===== src/design/sbdt_pkg.sv =====
// ----------------------------------------------------------------------------
// sbdt_pkg
// Shared types, widths and codes of the shared-buffer accounting block.
// ----------------------------------------------------------------------------
package sbdt_pkg;

  // Sizing of the accounting stores
  localparam int NUM_QUEUES     = 8;
  localparam int NUM_PORTS      = 16;
  localparam int NUM_PRIORITIES = 8;

  localparam int QUEUE_AW = (NUM_QUEUES > 1)     ? $clog2(NUM_QUEUES)     : 1;
  localparam int PORT_AW  = (NUM_PORTS > 1)      ? $clog2(NUM_PORTS)      : 1;
  localparam int PRIO_AW  = (NUM_PRIORITIES > 1) ? $clog2(NUM_PRIORITIES) : 1;

  // Field widths
  localparam int FUNC_W     = 2;
  localparam int BYTES_W    = 16;
  localparam int QUEUE_W    = 3;
  localparam int PORT_W     = 4;
  localparam int PRIO_W     = 3;
  localparam int CNT_W      = 24;
  localparam int SATC_W     = 8;
  localparam int ALPHA_W    = 8;
  localparam int LIM_SHIFT  = 4;
  localparam int PROD_W     = ALPHA_W + CNT_W;
  localparam int LIMIT_W    = PROD_W - LIM_SHIFT;
  localparam int TABLE_W    = 64;
  localparam int CFG_IDX_W  = 2;
  localparam int CFG_DATA_W = 64;

  // Register reset values
  localparam logic [CNT_W-1:0]   MAX_BUFFER_RST  = 24'd10000;
  localparam logic [TABLE_W-1:0] QUEUE_ALPHA_RST = 64'h1010_1010_1010_1010;
  localparam logic [TABLE_W-1:0] PRIO_ALPHA_RST  = 64'hA0A0_A0A0_A0A0_A0A0;
  localparam logic [CNT_W-1:0]   QPRIO_MAP_RST   = 24'hFAC688;

  localparam logic [CNT_W-1:0]  CNT_MAX  = '1;
  localparam logic [SATC_W-1:0] SATC_MAX = '1;

  typedef enum logic [FUNC_W-1:0] {
    FUNC_ENQ   = 2'd0,
    FUNC_DEQ   = 2'd1,
    FUNC_SAT   = 2'd2,
    FUNC_QUERY = 2'd3
  } func_t;

  typedef enum logic [CFG_IDX_W-1:0] {
    CFG_MAX_BUFFER  = 2'd0,
    CFG_QUEUE_ALPHA = 2'd1,
    CFG_PRIO_ALPHA  = 2'd2,
    CFG_QPRIO_MAP   = 2'd3
  } cfg_reg_t;

  typedef enum logic [1:0] {
    ST_IDLE,
    ST_UPDATE,
    ST_LIMIT,
    ST_DONE
  } state_t;

  // One accounting operation, decoded at accept time
  typedef struct packed {
    func_t               func;
    logic [BYTES_W-1:0]  bytes;
    logic [QUEUE_W-1:0]  queue;
    logic [PRIO_W-1:0]   prio;
    logic [PORT_W-1:0]   port;
    logic                lvl;
    logic                ok;
    logic                port_ok;
  } op_t;

  // Counters after the operation
  typedef struct packed {
    logic [CNT_W-1:0]  total;
    logic [CNT_W-1:0]  prio_used;
    logic [SATC_W-1:0] sat_cnt;
    logic              err;
  } acct_res_t;

endpackage


===== src/design/sbdt_ram.sv =====
// ----------------------------------------------------------------------------
// sbdt_ram
// Simple dual-port RAM, one write and one registered read per cycle.
// ----------------------------------------------------------------------------
module sbdt_ram #(
  parameter int DATA_W = 8,
  parameter int DEPTH  = 8,
  localparam int ADDR_W = (DEPTH > 1) ? $clog2(DEPTH) : 1
) (
  input  logic              clk,
  input  logic              wr_en,
  input  logic [ADDR_W-1:0] wr_addr,
  input  logic [DATA_W-1:0] wr_data,
  input  logic              rd_en,
  input  logic [ADDR_W-1:0] rd_addr,
  output logic [DATA_W-1:0] rd_data
);

  logic [DATA_W-1:0] mem [DEPTH];

  always_ff @(posedge clk) begin
    if (wr_en) begin
      mem[wr_addr] <= wr_data;
    end
  end

  always_ff @(posedge clk) begin
    if (rd_en) begin
      rd_data <= mem[rd_addr];
    end
  end

endmodule


===== src/design/sbdt_acct.sv =====
// ----------------------------------------------------------------------------
// sbdt_acct
// Byte and saturation accounting: reads the per-priority and per-port
// entries, applies the operation with saturation, and writes them back.
// ----------------------------------------------------------------------------
module sbdt_acct (
  input  logic               clk,
  input  logic               rst_n,
  input  logic               start,
  input  sbdt_pkg::op_t      op,
  output sbdt_pkg::acct_res_t res
);

  import sbdt_pkg::*;

  op_t                  op_r;
  logic                 upd_r;
  logic [CNT_W-1:0]     total_r, total_nxt;
  acct_res_t            res_r, res_nxt;

  logic [NUM_PRIORITIES-1:0] used_vld_r;
  logic [NUM_PORTS-1:0]      satb_vld_r;
  logic [NUM_PRIORITIES-1:0] satc_vld_r;
  logic                      used_hit_r, satb_hit_r, satc_hit_r;

  logic [CNT_W-1:0]      used_rd, used_old, used_new;
  logic [NUM_QUEUES-1:0] satb_rd, satb_old, satb_new;
  logic [SATC_W-1:0]     satc_rd, satc_old, satc_new;
  logic                  used_we, satb_we, satc_we, err_nxt;
  logic [CNT_W:0]        tot_add, used_add;

  logic [PRIO_AW-1:0]  rd_prio, wr_prio;
  logic [PORT_AW-1:0]  rd_port, wr_port;
  logic [QUEUE_AW-1:0] qbit;

  assign rd_prio = PRIO_AW'(op.prio);
  assign rd_port = PORT_AW'(op.port);
  assign wr_prio = PRIO_AW'(op_r.prio);
  assign wr_port = PORT_AW'(op_r.port);
  assign qbit    = QUEUE_AW'(op_r.queue);

  sbdt_ram #(.DATA_W(CNT_W), .DEPTH(NUM_PRIORITIES)) u_used_ram (
    .clk     (clk),
    .wr_en   (used_we),
    .wr_addr (wr_prio),
    .wr_data (used_new),
    .rd_en   (start),
    .rd_addr (rd_prio),
    .rd_data (used_rd)
  );

  sbdt_ram #(.DATA_W(NUM_QUEUES), .DEPTH(NUM_PORTS)) u_satb_ram (
    .clk     (clk),
    .wr_en   (satb_we),
    .wr_addr (wr_port),
    .wr_data (satb_new),
    .rd_en   (start),
    .rd_addr (rd_port),
    .rd_data (satb_rd)
  );

  sbdt_ram #(.DATA_W(SATC_W), .DEPTH(NUM_PRIORITIES)) u_satc_ram (
    .clk     (clk),
    .wr_en   (satc_we),
    .wr_addr (wr_prio),
    .wr_data (satc_new),
    .rd_en   (start),
    .rd_addr (rd_prio),
    .rd_data (satc_rd)
  );

  // Entries never written since reset read as zero
  assign used_old = used_hit_r ? used_rd : '0;
  assign satb_old = satb_hit_r ? satb_rd : '0;
  assign satc_old = satc_hit_r ? satc_rd : '0;

  assign tot_add  = {1'b0, total_r}  + (CNT_W+1)'(op_r.bytes);
  assign used_add = {1'b0, used_old} + (CNT_W+1)'(op_r.bytes);

  always_comb begin
    total_nxt = total_r;
    used_new  = used_old;
    satb_new  = satb_old;
    satc_new  = satc_old;
    used_we   = 1'b0;
    satb_we   = 1'b0;
    satc_we   = 1'b0;
    err_nxt   = 1'b0;
    if (upd_r && op_r.ok) begin
      case (op_r.func)
        FUNC_ENQ: begin
          used_we = 1'b1;
          if (tot_add > {1'b0, CNT_MAX}) begin
            total_nxt = CNT_MAX;
            err_nxt   = 1'b1;
          end else begin
            total_nxt = tot_add[CNT_W-1:0];
          end
          if (used_add > {1'b0, CNT_MAX}) begin
            used_new = CNT_MAX;
            err_nxt  = 1'b1;
          end else begin
            used_new = used_add[CNT_W-1:0];
          end
        end
        FUNC_DEQ: begin
          used_we = 1'b1;
          if (CNT_W'(op_r.bytes) > total_r) begin
            total_nxt = '0;
            err_nxt   = 1'b1;
          end else begin
            total_nxt = total_r - CNT_W'(op_r.bytes);
          end
          if (CNT_W'(op_r.bytes) > used_old) begin
            used_new = '0;
            err_nxt  = 1'b1;
          end else begin
            used_new = used_old - CNT_W'(op_r.bytes);
          end
        end
        FUNC_SAT: begin
          // Only a real change of the bit moves the count
          if (op_r.port_ok && (satb_old[qbit] != op_r.lvl)) begin
            satb_we        = 1'b1;
            satc_we        = 1'b1;
            satb_new[qbit] = op_r.lvl;
            if (op_r.lvl) begin
              if (satc_old == SATC_MAX) begin
                err_nxt = 1'b1;
              end else begin
                satc_new = satc_old + SATC_W'(1);
              end
            end else begin
              if (satc_old == '0) begin
                err_nxt = 1'b1;
              end else begin
                satc_new = satc_old - SATC_W'(1);
              end
            end
          end
        end
        default: begin
        end
      endcase
    end
  end

  always_comb begin
    res_nxt.total     = total_nxt;
    res_nxt.prio_used = op_r.ok ? used_new : '0;
    res_nxt.sat_cnt   = op_r.ok ? satc_new : '0;
    res_nxt.err       = err_nxt;
  end

  always_ff @(posedge clk) begin
    if (!rst_n) begin
      upd_r      <= 1'b0;
      total_r    <= '0;
      used_vld_r <= '0;
      satb_vld_r <= '0;
      satc_vld_r <= '0;
    end else begin
      upd_r   <= start;
      total_r <= total_nxt;
      if (used_we) used_vld_r[wr_prio] <= 1'b1;
      if (satb_we) satb_vld_r[wr_port] <= 1'b1;
      if (satc_we) satc_vld_r[wr_prio] <= 1'b1;
    end
  end

  always_ff @(posedge clk) begin
    if (start) begin
      op_r       <= op;
      used_hit_r <= used_vld_r[rd_prio];
      satb_hit_r <= satb_vld_r[rd_port];
      satc_hit_r <= satc_vld_r[rd_prio];
    end
    if (upd_r) begin
      res_r <= res_nxt;
    end
  end

  assign res = res_r;

endmodule


===== src/design/sbdt_limit.sv =====
// ----------------------------------------------------------------------------
// sbdt_limit
// Dynamic thresholds: alpha (Q4.4) times free buffer space, truncated.
// ----------------------------------------------------------------------------
module sbdt_limit (
  input  logic                          clk,
  input  logic                          load,
  input  logic [sbdt_pkg::CNT_W-1:0]    max_buf,
  input  logic [sbdt_pkg::CNT_W-1:0]    total,
  input  logic [sbdt_pkg::ALPHA_W-1:0]  queue_alpha,
  input  logic [sbdt_pkg::ALPHA_W-1:0]  prio_alpha,
  output logic [sbdt_pkg::LIMIT_W-1:0]  queue_limit,
  output logic [sbdt_pkg::LIMIT_W-1:0]  priority_limit
);

  import sbdt_pkg::*;

  logic [CNT_W-1:0]  free_space;
  logic [PROD_W-1:0] qprod_r, pprod_r;

  // Clamp to zero when the buffer is full or over-committed
  assign free_space = (total >= max_buf) ? '0 : (max_buf - total);

  always_ff @(posedge clk) begin
    if (load) begin
      qprod_r <= PROD_W'(queue_alpha) * PROD_W'(free_space);
      pprod_r <= PROD_W'(prio_alpha) * PROD_W'(free_space);
    end
  end

  assign queue_limit    = qprod_r[PROD_W-1:LIM_SHIFT];
  assign priority_limit = pprod_r[PROD_W-1:LIM_SHIFT];

endmodule


===== src/design/shared_buffer_dynamic_threshold_top.sv =====
// ----------------------------------------------------------------------------
// shared_buffer_dynamic_threshold_top
// Shared-buffer accounting with dynamic thresholds for a switch.
//
// Input channel (in_valid/in_ready): one beat is an enqueue, dequeue,
// saturation update or query. Result channel (out_valid/out_ready): one
// beat per input beat, in order, with the counters after the operation
// and the queue and priority thresholds.
// Configuration: cfg_wr_en writes cfg_data to register cfg_index at once;
// write only while no beat is in flight.
// Sequencing: a beat is taken only in the idle state, and the next one only
// after the read-modify-write of the accounting RAMs (read, update and
// write back) and the registered threshold multiply are through.
// The output register holds a finished result, so a new beat is taken
// while the receiver stalls; the next result then waits for the slot.
// Reset: registers return to their defaults and all counters read as zero
// at once; no clearing pass is needed.
// ----------------------------------------------------------------------------
module shared_buffer_dynamic_threshold_top (
  input  logic                             clk,
  input  logic                             rst_n,
  input  logic                             cfg_wr_en,
  input  logic [sbdt_pkg::CFG_IDX_W-1:0]   cfg_index,
  input  logic [sbdt_pkg::CFG_DATA_W-1:0]  cfg_data,
  input  logic                             in_valid,
  output logic                             in_ready,
  input  logic [sbdt_pkg::FUNC_W-1:0]      in_func,
  input  logic [sbdt_pkg::BYTES_W-1:0]     in_byte_count,
  input  logic [sbdt_pkg::QUEUE_W-1:0]     in_queue_index,
  input  logic [sbdt_pkg::PORT_W-1:0]      in_port_index,
  input  logic                             in_sat_level,
  output logic                             out_valid,
  input  logic                             out_ready,
  output logic [sbdt_pkg::CNT_W-1:0]       out_total_used,
  output logic [sbdt_pkg::CNT_W-1:0]       out_priority_used,
  output logic [sbdt_pkg::LIMIT_W-1:0]     out_queue_limit,
  output logic [sbdt_pkg::LIMIT_W-1:0]     out_priority_limit,
  output logic [sbdt_pkg::SATC_W-1:0]      out_saturated_count,
  output logic                             out_count_error
);

  import sbdt_pkg::*;

  state_t state_r, state_nxt;

  logic [CNT_W-1:0]   max_buffer_r;
  logic [TABLE_W-1:0] queue_alpha_r;
  logic [TABLE_W-1:0] prio_alpha_r;
  logic [CNT_W-1:0]   qprio_map_r;

  logic [ALPHA_W-1:0] qa_r, pa_r;
  logic [PRIO_W-1:0]  in_prio;
  op_t                op;
  acct_res_t          acct_res;

  logic               accept, lim_load, out_load;
  logic [LIMIT_W-1:0] qlim, plim;

  logic               out_valid_r;
  logic [CNT_W-1:0]   out_total_r, out_prio_used_r;
  logic [LIMIT_W-1:0] out_qlim_r, out_plim_r;
  logic [SATC_W-1:0]  out_satc_r;
  logic               out_err_r;

  // Configuration registers
  always_ff @(posedge clk) begin
    if (!rst_n) begin
      max_buffer_r  <= MAX_BUFFER_RST;
      queue_alpha_r <= QUEUE_ALPHA_RST;
      prio_alpha_r  <= PRIO_ALPHA_RST;
      qprio_map_r   <= QPRIO_MAP_RST;
    end else if (cfg_wr_en) begin
      case (cfg_reg_t'(cfg_index))
        CFG_MAX_BUFFER:  max_buffer_r  <= cfg_data[CNT_W-1:0];
        CFG_QUEUE_ALPHA: queue_alpha_r <= cfg_data[TABLE_W-1:0];
        CFG_PRIO_ALPHA:  prio_alpha_r  <= cfg_data[TABLE_W-1:0];
        CFG_QPRIO_MAP:   qprio_map_r   <= cfg_data[CNT_W-1:0];
        default: begin
        end
      endcase
    end
  end

  // Decode the incoming beat
  assign in_prio    = qprio_map_r[PRIO_W*in_queue_index +: PRIO_W];
  assign op.func    = func_t'(in_func);
  assign op.bytes   = in_byte_count;
  assign op.queue   = in_queue_index;
  assign op.prio    = in_prio;
  assign op.port    = in_port_index;
  assign op.lvl     = in_sat_level;
  assign op.ok      = (int'(in_queue_index) < NUM_QUEUES) &&
                      (int'(in_prio) < NUM_PRIORITIES);
  assign op.port_ok = int'(in_port_index) < NUM_PORTS;

  assign accept = in_valid && in_ready;

  always_ff @(posedge clk) begin
    if (accept) begin
      qa_r <= queue_alpha_r[ALPHA_W*in_queue_index +: ALPHA_W];
      pa_r <= prio_alpha_r[ALPHA_W*in_prio +: ALPHA_W];
    end
  end

  sbdt_acct u_acct (
    .clk   (clk),
    .rst_n (rst_n),
    .start (accept),
    .op    (op),
    .res   (acct_res)
  );

  sbdt_limit u_limit (
    .clk            (clk),
    .load           (lim_load),
    .max_buf        (max_buffer_r),
    .total          (acct_res.total),
    .queue_alpha    (qa_r),
    .prio_alpha     (pa_r),
    .queue_limit    (qlim),
    .priority_limit (plim)
  );

  // Sequencer: next state
  always_comb begin
    state_nxt = state_r;
    case (state_r)
      ST_IDLE:   if (accept) state_nxt = ST_UPDATE;
      ST_UPDATE: state_nxt = ST_LIMIT;
      ST_LIMIT:  state_nxt = ST_DONE;
      ST_DONE:   if (!out_valid_r || out_ready) state_nxt = ST_IDLE;
      default:   state_nxt = ST_IDLE;
    endcase
  end

  // Sequencer: outputs
  always_comb begin
    in_ready = 1'b0;
    lim_load = 1'b0;
    out_load = 1'b0;
    case (state_r)
      ST_IDLE:  in_ready = 1'b1;
      ST_LIMIT: lim_load = 1'b1;
      ST_DONE:  out_load = !out_valid_r || out_ready;
      default: begin
      end
    endcase
  end

  always_ff @(posedge clk) begin
    if (!rst_n) begin
      state_r     <= ST_IDLE;
      out_valid_r <= 1'b0;
    end else begin
      state_r <= state_nxt;
      if (out_load) begin
        out_valid_r <= 1'b1;
      end else if (out_ready) begin
        out_valid_r <= 1'b0;
      end
    end
  end

  // Output slot: hold the result until the beat is taken
  always_ff @(posedge clk) begin
    if (out_load) begin
      out_total_r     <= acct_res.total;
      out_prio_used_r <= acct_res.prio_used;
      out_qlim_r      <= qlim;
      out_plim_r      <= plim;
      out_satc_r      <= acct_res.sat_cnt;
      out_err_r       <= acct_res.err;
    end
  end

  assign out_valid           = out_valid_r;
  assign out_total_used      = out_total_r;
  assign out_priority_used   = out_prio_used_r;
  assign out_queue_limit     = out_qlim_r;
  assign out_priority_limit  = out_plim_r;
  assign out_saturated_count = out_satc_r;
  assign out_count_error     = out_err_r;

  // Only one beat in flight through the accounting RAMs
  a_busy_after_accept: assert property (@(posedge clk) disable iff (!rst_n)
    accept |=> !in_ready)
    else $error("input taken while an update is in flight");

  a_update_follows_accept: assert property (@(posedge clk) disable iff (!rst_n)
    (state_r == ST_UPDATE) |-> $past(accept))
    else $error("update state without a taken beat");

  a_result_from_done: assert property (@(posedge clk) disable iff (!rst_n)
    $rose(out_valid_r) |-> $past(state_r == ST_DONE))
    else $error("result presented outside the done state");

  a_result_before_next: assert property (@(posedge clk) disable iff (!rst_n)
    (state_r == ST_DONE) && (!out_valid_r || out_ready) |=> out_valid_r && in_ready)
    else $error("finished result not loaded into the output slot");

endmodule


===== config.mk =====
export PLATFORM = sky130hd
export DESIGN_NAME = shared_buffer_dynamic_threshold_top
export DESIGN_NICKNAME = d
export VERILOG_FILES = /design/src/design/sbdt_pkg.sv /design/src/design/sbdt_ram.sv /design/src/design/sbdt_acct.sv /design/src/design/sbdt_limit.sv /design/src/design/shared_buffer_dynamic_threshold_top.sv
export SDC_FILE = /design/constraint.sdc
export NUM_CORES = 2
export LEC_CHECK = 0
export BUFFER_PORTS_ARGS = -buffer_cell sky130_fd_sc_hd__buf_2
export CAP_MARGIN = 20
export CELL_PAD_IN_SITES_DETAIL_PLACEMENT = 1
export CELL_PAD_IN_SITES_GLOBAL_PLACEMENT = 2
export CORE_MARGIN = 1
export CORE_UTILIZATION = 38
export CTS_CLUSTER_SIZE = 14
export DETAILED_ROUTE_END_ITERATION = 10
export GPL_ROUTABILITY_DRIVEN = 0
export PLACE_DENSITY = 0.78
export SYNTH_ARGS = -nofsm -noshare
export SYNTH_HDL_FRONTEND = slang
export SYNTH_SLANG_ARGS = --single-unit
export TNS_END_PERCENT = 1

===== constraint.sdc =====
create_clock -name clk -period 6.6 [get_ports clk]
set_clock_uncertainty 0.1 [all_clocks]
set_input_delay 0.66 -clock clk [delete_from_list [all_inputs] [get_ports clk]]
set_output_delay 0.66 -clock clk [all_outputs]
set_load 0.03 [all_outputs]

==> summary.md <==
| Metric | Value |
|---|---|
| Status | complete, but fails checks |
| Violated checks | setup timing |
| Seq/Total Area, Yosys | 0.478 |
| CTS sink cnt | 934 |
| Layout cells sized above 1 | 0.205 |
| Via-to-Cell Ratio | around 5.4 |
| Clk_lat worst skew | 0.75 ns |
| Max Fclk | roughly 140 MHz |
| Clock slew at reported path FFs | 0.06 ns |
| Least-Margin Pin Slew | approximately 1.1 ns |
| GR Overflow Total | 0 |
| Port Buf Inserts | 211 |
| CP endpoint kind | flop |
| Syn Area/Cell | roughly 10 µm² |
| Max IR drop VDD | just under 0.0004 V |
| # setup viols final | 20 |
| Root Driver | clkbuf_16 |
| Post-Synthesis Cells | 5190 |
| Drt pass-1 iters | 5 |
| Worst hold-check path type | input pin to flop |
| Met1 usage | 0.321 |
| DR iter-0 viols | 2911 |
| Area leader, netlist | edfxtp_1 |
| DIE AREA | 0.143 mm² |
| # Max-Cap Violations | 0 |
| Num ports | 212 |
| Yosys Warn Count | 0 |
| Initial Util | 0.384 |
| Core Box Area | 0.140 mm² |
| Initial antenna violation count | 25 |
| Leakage | 26.6 nW |
| Row count | roughly 140 |
| Yosys cell types | 108 |
| CTS buffer count | 102 |
| Area fraction of the dominant cell type after synthesis | 0.390 |
| Worst setup margin | -0.401 ns |
| H-tree Lvls | 3 |
| CP Data Arrival Time | ~7.3 ns |
| Register area | 0.0257 mm² |
| Unrepaired setup endpoints after global routing | yes |
| Launching element type of the critical path | flop |
| Non-filler cells in the finished layout | 7714 |
| Syn_nets | 5748 |
| DRC viols | 0 |
| Slew Viols, Final | 0 |
| Post-DP HPWL | 123000 µm |
| Power per Cell Area | 290 mW/mm² |
| Worst path required time | around 6.9 ns |
| Ys flop type | edfxtp_1 |
| Total GRT Usage | 0.243 |
| Drt wl/cell | roughly 23 µm |
| Antenna Nets Post-Route | 0 |
| Dpl cells | 7442 |
| Fin crit share | 1.06 |
| Final min period | 7.00 ns |
| Final WL | 175000 µm |
| GR peak layer | met2 |
| Vias in the first global route | 43840 |
| Area of the multi-input gates | 0.0267 mm² |
| Met2 usage | 0.416 |
| First-pass GRT wire length | 266000 µm |
| Synth area leaders | edfxtp_1, fa_1, dfxtp_1 |
| Final #Nets | between 6000 and 7000 |
| CP max FO | 4 |
| Max clock buf depth | 3 |
| Chip Height | ~380 µm |
| Via count | between 40000 and 50000 |
| Fin. Hold Viols | 0 |
| Place WS | -1.12 ns |
| Yosys reg bits | 934 |
| Post-synth EDFFs | around 700 |
| TritonCTS clock tree | done |
| Cell Area, Synth | 0.0537 mm² |
| Rel. slew slack | 0.247 |
| Largest net degree at the start of global routing | approximately 150 |
| Async set or reset register ratio after synthesis | 0 |
| Crit Path Class | flop to flop |
| Synthesis-to-layout area growth | 20.7% |
| Met3 Use GR | 0.0311 |
| Die Span X | roughly 380 µm |
| Fillers | around 15000 |
## cells in the mapped netlist, drive strengths merged (53+ instances only)
cell type	instances
nand2	984
edfxtp	698
inv	362
nand3	338
a21oi	301
fa	269
nor2	267
clkbuf	249
and2	237
dfxtp	236
ha	192
o21ai	156
nor3	74
mux4	69
and3	53
## logic make-up after synthesis
group,Yosys count,share of synthesized area
fa+ha+maj,461,0.145
compound gates,838,0.102
flops,934,0.478
xor+xnor,78,0.0127
simple gates,2129,0.182
mux,90,0.0331
buf+inv,660,0.0471
## area by class of cell
class / count / share of cell area
multi-input combinational: 3596 / 0.412
sequential: 934 / 0.396
tap: 1876 / 0.0362
clock buffer: 130 / 0.0426
inverter: 363 / 0.0211
timing repair buffer: 744 / 0.0828
antenna: 13 / 0.000502
clock inverter: 58 / 0.00890
## final timing paths
path,startpoint,endpoint,slack [ns],cells past startpoint
setup / recovery,u_acct.res[33],u_limit.pprod_r[31],-0.40,26
hold / removal,cfg_data[28],queue_alpha_r[28],0.08,3
setup reg to reg,u_acct.res[33],u_limit.pprod_r[31],-0.40,26
hold reg to reg,u_limit.qprod_r[25],out_queue_limit[21],0.32,0
## state kept, by name, indices dropped and copies added, names as in the netlist, 16 cells and up
name                       count
max_buffer_r                  24
out_priority_limit            28
out_priority_used             24
out_queue_limit               28
out_total_used                24
prio_alpha_r                  64
qprio_map_r                   24
queue_alpha_r                 64
u_acct.op_r                   19
u_acct.res                    57
u_acct.satb_vld_r             16
u_acct.total_r                24
u_acct.u_satb_ram.mem        128
u_acct.u_satc_ram.mem         64
u_acct.u_used_ram.mem        192
u_acct.u_used_ram.rd_data     24
u_limit.pprod_r               28
u_limit.qprod_r               28
## layer usage
layer	vias up	routed length (µm)
li1	19184	-
met1	21202	75500
met3	267	8840
met2	951	85500
met4	4	5000
met5	-	25
## power breakdown
| group | switching [mW] | internal, mW | total (mW) | leakage [nW] |
|---|---|---|---|---|
| combinational | 3.44 | 1.87 | 5.31 | 16.7 |
| clock | 2.49 | 3.21 | 5.70 | 1.60 |
| sequential | 0.509 | 7.26 | 7.77 | 8.37 |
| total | 6.44 | 12.3 | 18.8 | 26.6 |
## worst max-delay path, cell delays in order (launching register included)
cell,delay (ns)
edfxtp_1,0.41
ha_2,0.20
buf_4,0.14
nor2b_4,0.09
o21a_1,0.19
o21ai_4,0.09
a211o_4,0.36
a311oi_4,0.34
a311o_1,0.28
buf_6,0.14
nand2_4,0.06
a211o_4,0.37
buf_6,0.14
nor2_4,0.08
fa_1,0.46
fa_1,0.50
fa_1,0.51
fa_1,0.58
ha_4,0.22
a21o_1,0.19
a21oi_2,0.18
nand2_2,0.08
nor3_4,0.27
o31ai_4,0.13
a221o_1,0.39
a21oi_2,0.16
xnor2_1,0.08
## placed cells by master (no fill, tap or decap), drive strengths merged, types with 53 or more instances in the layout
cell type and count:
a21oi 301, nand2 984, clkbuf 133, ha 192
and2 237, dfxtp 236, fa 269, o21ai 156
edfxtp 698, nor2 267, and3 53, nor3 74
nand3 338, inv 364, buf 723, mux4 69
## through the flow
stage               hold WS, ns  area, µm²  TNS (ns)  utilization  total power [mW]
floorplan                 0.300      54000    -0.221            -              10.8
global placement          0.303      60000    -24.98        0.429              12.8
detailed placement        0.305      60000    -29.19        0.429              13.0
CTS                      0.0204      64400     -4.15        0.460              18.9
global route             0.0401      64800    -11.67        0.463              19.7
finish                   0.0821      64800     -4.81        0.464              18.8
## timing repair
item | in CTS | in global routing
hold endpoints to repair | 18 | 0
resized for setup | 126 | 67
buffers inserted | 36 | 14
pin swaps | 52 | 69
hold buffers | 18 | 0
endpoints found under the setup margin | 44 | 36
No activity file was read; power rests on OpenSTA's default activity.
